[config.mk]
export PLATFORM = sky130hd
export DESIGN_NAME = line_scroll_blit_generator
export DESIGN_NICKNAME = d
export VERILOG_FILES = /design/src/hw/rtl/lsbg_pkg.sv /design/src/hw/rtl/line_scroll_blit_generator.sv
export SDC_FILE = /design/constraint.sdc
export NUM_CORES = 2
export LEC_CHECK = 0
export BUFFER_PORTS_ARGS = -buffer_cell sky130_fd_sc_hd__buf_2
export CAP_MARGIN = 20
export CORE_ASPECT_RATIO = 0.9
export CORE_MARGIN = 5
export CORE_UTILIZATION = 46
export CTS_CLUSTER_SIZE = 25
export DETAILED_ROUTE_END_ITERATION = 10
export HOLD_SLACK_MARGIN = 0.03
export PLACE_DENSITY_LB_ADDON = 0.2
export REMOVE_ABC_BUFFERS = 1
export SLEW_MARGIN = 20
export SYNTH_ARGS = -nofsm -noshare
export SYNTH_HDL_FRONTEND = slang
export SYNTH_SLANG_ARGS = --single-unit
[constraint.sdc]
create_clock -name clock -period 40.3 [get_ports clock]
set_clock_uncertainty 0.1 [all_clocks]
set_input_delay 6.045 -clock clock [delete_from_list [all_inputs] [get_ports clock]]
set_output_delay 6.045 -clock clock [all_outputs]
set_load 0.01 [all_outputs]
[src/hw/rtl/lsbg_pkg.sv]
package lsbg_pkg;

   // Field widths of the item and of the configuration registers.
   localparam int DELTA_W  = 8;
   localparam int PHASE_W  = 16;
   localparam int FRAC_W   = 4;
   localparam int COORD_W  = 16;
   localparam int XBASE_W  = 10;
   localparam int YBASE_W  = 9;
   localparam int MOD_W    = 10;
   localparam int SPAN_W   = 10;
   localparam int COUNT_W  = 9;
   localparam int SIZE_W   = 10;
   localparam int CSR_IDX_W  = 3;
   localparam int CSR_DATA_W = 10;

   // Configuration register indexes.
   typedef enum logic [CSR_IDX_W-1:0] {
      REG_SOURCE_X_BASE = 3'd0,
      REG_SOURCE_Y_BASE = 3'd1,
      REG_WRAP_MODULUS  = 3'd2,
      REG_TOTAL_SPAN    = 3'd3,
      REG_BAND_COUNT    = 3'd4,
      REG_DEST_X_BASE   = 3'd5,
      REG_DEST_Y_BASE   = 3'd6
   } csr_index_type;

endpackage

[src/hw/rtl/line_scroll_blit_generator.sv]
// Line scroll rectangle-move generator.
//
// Each item on the req_ channel carries one signed 4.4 scroll delta for the
// current band. The block adds it to that band's stored phase, turns the
// whole-pixel part of the phase into a rotation amount modulo the strip
// width, and returns two rectangle moves on the rsp_ channel that rotate
// the band: the first with rsp_last_of_pair low, the second with it high.
// Bands are taken in order; after the last band of a pass the band and row
// counters return to the first band.
//
// One item is in work at a time. After the item is accepted, the phase
// update state is followed by the divide state, in which a bit-serial
// remainder unit (the phase pattern modulo the strip width) and a
// bit-serial divider (band height) each retire one bit per step; the first
// move is then offered. The second move follows in the cycle after the first
// is taken, and req_ready returns in the cycle after the second is taken.
// While the receiver stalls, the pending move holds on the rsp_ ports and no
// new item is taken. After reset the phase memory is cleared one entry per
// cycle, every one of the MAX_BANDS entries, before req_ready first rises.
// Register writes may be made whenever the block is idle, even while clearing.
module line_scroll_blit_generator #(
   parameter int MAX_BANDS = 256
) (
   input  logic                                    clock,
   input  logic                                    reset,

   input  logic                                    req_valid,
   output logic                                    req_ready,
   input  logic signed [lsbg_pkg::DELTA_W-1:0]     req_scroll_delta,

   output logic                                    rsp_valid,
   input  logic                                    rsp_ready,
   output logic        [lsbg_pkg::COORD_W-1:0]     rsp_src_x,
   output logic        [lsbg_pkg::COORD_W-1:0]     rsp_src_y,
   output logic        [lsbg_pkg::SIZE_W-1:0]      rsp_rect_width,
   output logic        [lsbg_pkg::SIZE_W-1:0]      rsp_rect_height,
   output logic        [lsbg_pkg::COORD_W-1:0]     rsp_dst_x,
   output logic        [lsbg_pkg::COORD_W-1:0]     rsp_dst_y,
   output logic                                    rsp_last_of_pair,
   output logic                                    rsp_last_band,

   input  logic                                    csr_write,
   input  logic        [lsbg_pkg::CSR_IDX_W-1:0]   csr_index,
   input  logic        [lsbg_pkg::CSR_DATA_W-1:0]  csr_wdata
);
   import lsbg_pkg::*;

   // Band index width, and a compare width wide enough for index + 1,
   // the raw band count and MAX_BANDS itself.
   localparam int IW = (MAX_BANDS > 1) ? $clog2(MAX_BANDS) : 1;
   localparam int CW = ((IW + 1) > (COUNT_W + 1)) ? (IW + 1) : (COUNT_W + 1);
   localparam logic [IW-1:0] LAST_ADDR = IW'(MAX_BANDS - 1);
   localparam int STEP_W = $clog2(PHASE_W);
   localparam logic [STEP_W-1:0] LAST_STEP = STEP_W'(PHASE_W - 1);

   typedef enum logic [2:0] {
      ST_CLEAR,
      ST_IDLE,
      ST_UPDATE,
      ST_DIVIDE,
      ST_FIRST,
      ST_SECOND
   } state_type;

   // Configuration registers.
   logic [XBASE_W-1:0] source_x_base_ff;
   logic [YBASE_W-1:0] source_y_base_ff;
   logic [MOD_W-1:0]   wrap_modulus_ff;
   logic [SPAN_W-1:0]  total_span_ff;
   logic [COUNT_W-1:0] band_count_ff;
   logic [XBASE_W-1:0] dest_x_base_ff;
   logic [YBASE_W-1:0] dest_y_base_ff;

   // Control state.
   state_type          state_ff;
   logic [IW-1:0]      clr_addr_ff;
   logic [IW-1:0]      band_index_ff;
   logic [COORD_W-1:0] row_offset_ff;
   logic [STEP_W-1:0]  step_ff;
   logic               rsp_valid_ff;

   // Working registers of the item in flight.
   logic [DELTA_W-1:0] delta_ff;
   logic [PHASE_W-1:0] mem_rd_ff;
   logic [PHASE_W-1:0] pat_sh_ff;
   logic [MOD_W-1:0]   mod_rem_ff;
   logic [PHASE_W-1:0] span_sh_ff;
   logic [COUNT_W-1:0] span_rem_ff;
   logic [SIZE_W-1:0]  quot_ff;
   logic [SIZE_W-1:0]  r_ff;
   logic [SIZE_W-1:0]  off_ff;
   logic [SIZE_W-1:0]  h_ff;
   logic               last_ff;

   // Result registers.
   logic [COORD_W-1:0] rsp_src_x_ff;
   logic [COORD_W-1:0] rsp_src_y_ff;
   logic [SIZE_W-1:0]  rsp_rect_width_ff;
   logic [SIZE_W-1:0]  rsp_rect_height_ff;
   logic [COORD_W-1:0] rsp_dst_x_ff;
   logic [COORD_W-1:0] rsp_dst_y_ff;
   logic               rsp_last_of_pair_ff;
   logic               rsp_last_band_ff;

   // Phase memory, one 16-bit entry per band.
   logic [PHASE_W-1:0] phase_mem [MAX_BANDS];
   logic               mem_we;
   logic [IW-1:0]      mem_waddr;
   logic [PHASE_W-1:0] mem_wdata;

   // Next values.
   logic [PHASE_W-1:0] phase_in;
   logic [PHASE_W-1:0] pat_in;
   logic               last_in;
   logic [MOD_W:0]     mod_trial;
   logic [MOD_W-1:0]   mod_rem_in;
   logic [COUNT_W:0]   span_trial;
   logic [COUNT_W-1:0] span_rem_in;
   logic [SIZE_W-1:0]  quot_in;
   logic [SIZE_W-1:0]  r_in;
   logic [SIZE_W-1:0]  off_in;
   logic [SIZE_W-1:0]  h_in;
   logic [CW-1:0]      pass_len;
   logic [CW-1:0]      count_ext;

   always_ff @(posedge clock) begin
      if (reset) begin
         source_x_base_ff <= '0;
         source_y_base_ff <= '0;
         wrap_modulus_ff  <= MOD_W'(1);
         total_span_ff    <= '0;
         band_count_ff    <= COUNT_W'(1);
         dest_x_base_ff   <= '0;
         dest_y_base_ff   <= '0;
      end else if (csr_write) begin
         unique case (csr_index)
            REG_SOURCE_X_BASE: source_x_base_ff <= csr_wdata[XBASE_W-1:0];
            REG_SOURCE_Y_BASE: source_y_base_ff <= csr_wdata[YBASE_W-1:0];
            REG_WRAP_MODULUS:  wrap_modulus_ff  <= csr_wdata[MOD_W-1:0];
            REG_TOTAL_SPAN:    total_span_ff    <= csr_wdata[SPAN_W-1:0];
            REG_BAND_COUNT:    band_count_ff    <= csr_wdata[COUNT_W-1:0];
            REG_DEST_X_BASE:   dest_x_base_ff   <= csr_wdata[XBASE_W-1:0];
            REG_DEST_Y_BASE:   dest_y_base_ff   <= csr_wdata[YBASE_W-1:0];
            default: ;
         endcase
      end
   end

   // The phase update adds the sign-extended delta; the whole-pixel pattern
   // is the phase shifted arithmetically right by the fraction width.
   assign phase_in = mem_rd_ff + {{(PHASE_W - DELTA_W){delta_ff[DELTA_W-1]}}, delta_ff};
   assign pat_in   = {{FRAC_W{phase_in[PHASE_W-1]}}, phase_in[PHASE_W-1:FRAC_W]};

   // A zero band count still makes a pass one band long; a count above the
   // memory depth is clamped to it.
   always_comb begin
      count_ext = CW'(band_count_ff);
      if (count_ext == '0) begin
         pass_len = CW'(1);
      end else if (count_ext > CW'(MAX_BANDS)) begin
         pass_len = CW'(MAX_BANDS);
      end else begin
         pass_len = count_ext;
      end
   end
   assign last_in = (CW'(band_index_ff) + CW'(1)) >= pass_len;

   // One restoring step of each serial unit per cycle.
   assign mod_trial  = {mod_rem_ff, pat_sh_ff[PHASE_W-1]};
   assign mod_rem_in = (mod_trial >= {1'b0, wrap_modulus_ff})
                     ? MOD_W'(mod_trial - {1'b0, wrap_modulus_ff})
                     : mod_trial[MOD_W-1:0];

   assign span_trial  = {span_rem_ff, span_sh_ff[PHASE_W-1]};
   assign span_rem_in = (span_trial >= {1'b0, band_count_ff})
                      ? COUNT_W'(span_trial - {1'b0, band_count_ff})
                      : span_trial[COUNT_W-1:0];
   assign quot_in     = {quot_ff[SIZE_W-2:0], (span_trial >= {1'b0, band_count_ff})};

   // A zero modulus gives no rotation, and a zero count gives zero height.
   assign r_in   = (wrap_modulus_ff == '0) ? '0 : mod_rem_in;
   assign off_in = wrap_modulus_ff - r_in;
   assign h_in   = (band_count_ff == '0) ? '0 : quot_in;

   always_comb begin
      mem_we    = (state_ff == ST_CLEAR) || (state_ff == ST_UPDATE);
      mem_waddr = (state_ff == ST_CLEAR) ? clr_addr_ff : band_index_ff;
      mem_wdata = (state_ff == ST_CLEAR) ? '0 : phase_in;
   end

   always_ff @(posedge clock) begin
      if (mem_we) begin
         phase_mem[mem_waddr] <= mem_wdata;
      end
      mem_rd_ff <= phase_mem[band_index_ff];
   end

   always_ff @(posedge clock) begin
      if (reset) begin
         state_ff      <= ST_CLEAR;
         clr_addr_ff   <= '0;
         band_index_ff <= '0;
         row_offset_ff <= '0;
         step_ff       <= '0;
         rsp_valid_ff  <= 1'b0;
      end else begin
         unique case (state_ff)
            ST_CLEAR: begin
               clr_addr_ff <= clr_addr_ff + IW'(1);
               if (clr_addr_ff == LAST_ADDR) begin
                  state_ff <= ST_IDLE;
               end
            end
            ST_IDLE: begin
               // The memory read of the current band lands in mem_rd_ff at
               // this same edge.
               if (req_valid) begin
                  delta_ff <= req_scroll_delta;
                  state_ff <= ST_UPDATE;
               end
            end
            ST_UPDATE: begin
               pat_sh_ff   <= pat_in;
               mod_rem_ff  <= '0;
               span_sh_ff  <= {{(PHASE_W - SPAN_W){1'b0}}, total_span_ff};
               span_rem_ff <= '0;
               quot_ff     <= '0;
               last_ff     <= last_in;
               step_ff     <= '0;
               state_ff    <= ST_DIVIDE;
            end
            ST_DIVIDE: begin
               pat_sh_ff   <= {pat_sh_ff[PHASE_W-2:0], 1'b0};
               mod_rem_ff  <= mod_rem_in;
               span_sh_ff  <= {span_sh_ff[PHASE_W-2:0], 1'b0};
               span_rem_ff <= span_rem_in;
               quot_ff     <= quot_in;
               step_ff     <= step_ff + STEP_W'(1);
               if (step_ff == LAST_STEP) begin
                  r_ff   <= r_in;
                  off_ff <= off_in;
                  h_ff   <= h_in;
                  // First move: the left part of width r lands after the
                  // right part.
                  rsp_src_x_ff        <= COORD_W'(source_x_base_ff);
                  rsp_src_y_ff        <= COORD_W'(source_y_base_ff) + row_offset_ff;
                  rsp_rect_width_ff   <= r_in;
                  rsp_rect_height_ff  <= h_in;
                  rsp_dst_x_ff        <= COORD_W'(dest_x_base_ff) + COORD_W'(off_in);
                  rsp_dst_y_ff        <= COORD_W'(dest_y_base_ff) + row_offset_ff;
                  rsp_last_of_pair_ff <= 1'b0;
                  rsp_last_band_ff    <= last_ff;
                  rsp_valid_ff        <= 1'b1;
                  state_ff            <= ST_FIRST;
               end
            end
            ST_FIRST: begin
               if (rsp_ready) begin
                  rsp_src_x_ff        <= COORD_W'(source_x_base_ff) + COORD_W'(r_ff);
                  rsp_rect_width_ff   <= off_ff;
                  rsp_dst_x_ff        <= COORD_W'(dest_x_base_ff);
                  rsp_last_of_pair_ff <= 1'b1;
                  state_ff            <= ST_SECOND;
               end
            end
            ST_SECOND: begin
               if (rsp_ready) begin
                  rsp_valid_ff <= 1'b0;
                  if (last_ff) begin
                     band_index_ff <= '0;
                     row_offset_ff <= '0;
                  end else begin
                     band_index_ff <= band_index_ff + IW'(1);
                     row_offset_ff <= row_offset_ff + COORD_W'(h_ff);
                  end
                  state_ff <= ST_IDLE;
               end
            end
            default: state_ff <= ST_IDLE;
         endcase
      end
   end

   assign req_ready        = (state_ff == ST_IDLE);
   assign rsp_valid        = rsp_valid_ff;
   assign rsp_src_x        = rsp_src_x_ff;
   assign rsp_src_y        = rsp_src_y_ff;
   assign rsp_rect_width   = rsp_rect_width_ff;
   assign rsp_rect_height  = rsp_rect_height_ff;
   assign rsp_dst_x        = rsp_dst_x_ff;
   assign rsp_dst_y        = rsp_dst_y_ff;
   assign rsp_last_of_pair = rsp_last_of_pair_ff;
   assign rsp_last_band    = rsp_last_band_ff;

endmodule
==> flow_summary.toml <==
[timing]
fmax_ghz = 0.118
setup_viol = 0
slew_headroom = 0.155
setup-tns-final_ps = 0
drv_slew = 0
finalCritPeriodShare = 0.210
period_minus_slack_ps = 8460
rsz0062_at_grt = "false"
worst_pin_slew_ps = 1260
finalHoldViolations = 0
whs_ps = 373

[logic_synthesis]
synthCells = 9016
yosys.area.top_type = "edfxtp_1"
ys_async_sr_fraction = 0
synth_cell_type_count = 79
synth_edf_count = 4261
yosys_warnings = 0
ys_seq_elements = 4384
yosysTopAreaCellShare = 0.739
syn_area_per_cell_sq_um = 19.2
yosys-top-cells-area = "edfxtp_1 74%, mux4_2 10%, mux2i_1 3.1%"
synth-main-ff-cell = "edfxtp_1"
synth_area_sq_um = 173000
yosysSeqAreaShare = 0.754

[hold_path]
worstHoldPathType = "flip-flop to flip-flop"
whs_path_depth = 1
whs_endpoint = "step_ff[3]"
hold_start = "step_ff[3]"

[placed_design]
routabilityCongestion = 0.889
io_buffers = 103
dp_hpwl_mm = 297

[power]
combPwrFrac = 0.010
pwr-share-clk = 0.450
intPower_w = 0.00734
ir_drop_uv = 41.0
power.leakage_nw = 60.5
sequentialPowerShare = 0.540
power_switching_w = 0.00181
p_per_area_nw_per_um2 = 46.7
netSwitchingFraction = 0.197

[worst_setup_path]
ff2ff_setup_slack_ps = 33220
crit_chain = "nand2b_1 > nor2_1 > buf_2"
arrival_ps = 2320
cp_num_buf_inv = 1
cpLargestDelayFamily = "simple AND/OR/NAND/NOR gates"
crit_type = "flip-flop to output port"
cp_max_fo = 13
r2r_cells = 11
rr_endpoint = "mem_rd_ff[0]"
worstSetupEndpointType = "output port"
start_kind = "flip-flop"
critical-path-slowest-cell = "dfxtp_1"
max_stage_delay_ps = 540
crit_required_ps = 34160
r2r_start = "band_index_ff[0]"

[cts]
cts_resized = 0
root_buffer = "clkbuf_16"
postCtsHoldBufs = 0
cts_tree = "done"
clock_sinks = 4384
h-tree-depth = 5
clk_pin_slew_ps = 60
clockBufferDepth = 4
cts_setup_buffers = 0
numCtsBuffers = 434
clk-insertion-delay-late_ps = 1000

[grt]
grt_pass1_vias = 89900
gr-usage-all-layers = 0.248
globalRoute.totalOverflow = 0
antenna_found_initial = 33
grt_first_pass_wirelength_mm = 690
grt_max_degree = 117

[finish]
area_growth_syn_to_layout_pct = 13.1
finalNetCount = 9654
drive_above_1_share = 0.218
n_fill_cell = 29200

[drt]
drc = 0
drt_iter0_drc = 12700
num_vias = 92600
drt-vias-per-instance = 6.24
drt_wl_total_mm = 492
drt_pass1_iterations = 8
detail-route-antenna-nets = 0
post_drt_wl_per_cell_microns = 33.1

[floorplan]
die_x_microns = 656
core_sq_um = 374000
dieArea_sq_um = 389000
initial_core_util = 0.462
rows = 213
ios = 114
die_h_microns = 592

[flow_run]
cap_violations = 0

[run_status]
status = "finished clean"
[logic make-up after synthesis]
logic type               share of synthesized area
multiplexers                                 0.134
buffers and inverters                       0.0185
XOR/XNOR                                   0.00476
AO/OA/AOI/OAI                               0.0475
AND/OR/NAND/NOR                             0.0326
flip-flops                                   0.754
adder cells (fa/ha/maj)                    0.00856
other                                    0.0000217
[Yosys cell counts, types with 67 or more instances]
master and count:
o21ai_0 171, nor2_1 464, mux2i_1 531, dfxtp_1 123, buf_2 145, edfxtp_1 4261, nand3_1 86, mux4_2 774
ha_1 104, nand2_1 411, buf_6 67, nor3_1 109, a221oi_1 123, a22oi_1 257, a21oi_1 301, clkbuf_1 208
[cells in the final DEF, fill, tap and decap left out, drive strengths merged, types with 198 or more instances in the layout]
master,count
nor2,464
buf,572
clkinv,198
edfxtp,4261
nand2,411
a22oi,257
mux4,774
mux2i,531
clkbuf,534
a21oi,301
[how the worst max path moves through the flow]
| stage | startpoint | to | slack, ps | cells after the start |
|---|---|---|---|---|
| floorplan | band_index_ff[0] | mem_rd_ff[10] | -21540 | 7 |
| global placement | reset | r_ff[8] | 31830 | 4 |
| detailed placement | reset | off_ff[9] | 31720 | 4 |
| CTS | state_ff[0] | req_ready | 31790 | 3 |
| global route | state_ff[0] | req_ready | 31730 | 3 |
| finish | state_ff[0] | req_ready | 31840 | 3 |
[layer usage]
layer,share of wire,global-route usage,wire (microns),vias to the layer above
met5,0.00047,0.00218,230,-
met3,0.11,0.0604,51800,807
li1,-,-,-,38000
met4,0.033,0.0766,16400,18
met2,0.45,0.371,221000,4813
met1,0.41,0.361,202000,49000
[registers in the layout, indices dropped and copies added (netlist names), 11 cells and up]
register	count
span_sh_ff	16
rsp_src_y	16
rsp_src_x	11
phase_mem	4096
pat_sh_ff	16
rsp_dst_x	11
row_offset_ff	16
mem_rd_ff	16
rsp_dst_y	16
[area by class of cell]
| type | count | area (sq um) | area share |
|---|---|---|---|
| well taps | 4945 | 6190 | 0.0316 |
| clock buffers | 533 | 11500 | 0.0585 |
| repair buffers | 573 | 4290 | 0.0219 |
| clock inverters | 277 | 2980 | 0.0152 |
| inverters | 62 | 240 | 0.00123 |
| flip-flops and latches | 4384 | 130000 | 0.667 |
| multi-input cells | 4060 | 40100 | 0.205 |
| diodes | 11 | 27.5 | 0.000141 |
[worst reg2reg max path, cell delays in order, from the launching register on]
cell and delay, ps:
dfxtp_4 620, buf_4 530, buf_12 650, buf_4 640, buf_4 670, buf_4 660, buf_4 700, mux4_2 630
mux4_2 480, a22oi_1 860, nand3_1 160, a32o_1 250
[through the flow]
step / util / std cells / cell area [sq um] / setup slack [ps] / total power (W)
global route: 0.523 / 14800 / 196000 / 31730 / 0.00939
CTS: 0.522 / 14800 / 195000 / 31790 / 0.00920
floorplan: - / 8506 / 170000 / -21540 / 0.00508
finish: 0.523 / 14800 / 196000 / 31840 / 0.00915
global placement: 0.483 / 14000 / 181000 / 31830 / 0.00512
detailed placement: 0.483 / 14000 / 181000 / 31720 / 0.00513
[power groups by stage]
stage	clock network, W	registers, W	logic, W
after detailed placement	0	0.00504	0.0000874
after floorplan	0	0.00504	0.0000454
after global placement	0	0.00504	0.0000857
after global routing	0.00436	0.00494	0.0000955
after CTS	0.00417	0.00494	0.0000878
final	0.00412	0.00494	0.0000894
Note: power is estimated with default switching activity, not from simulation.
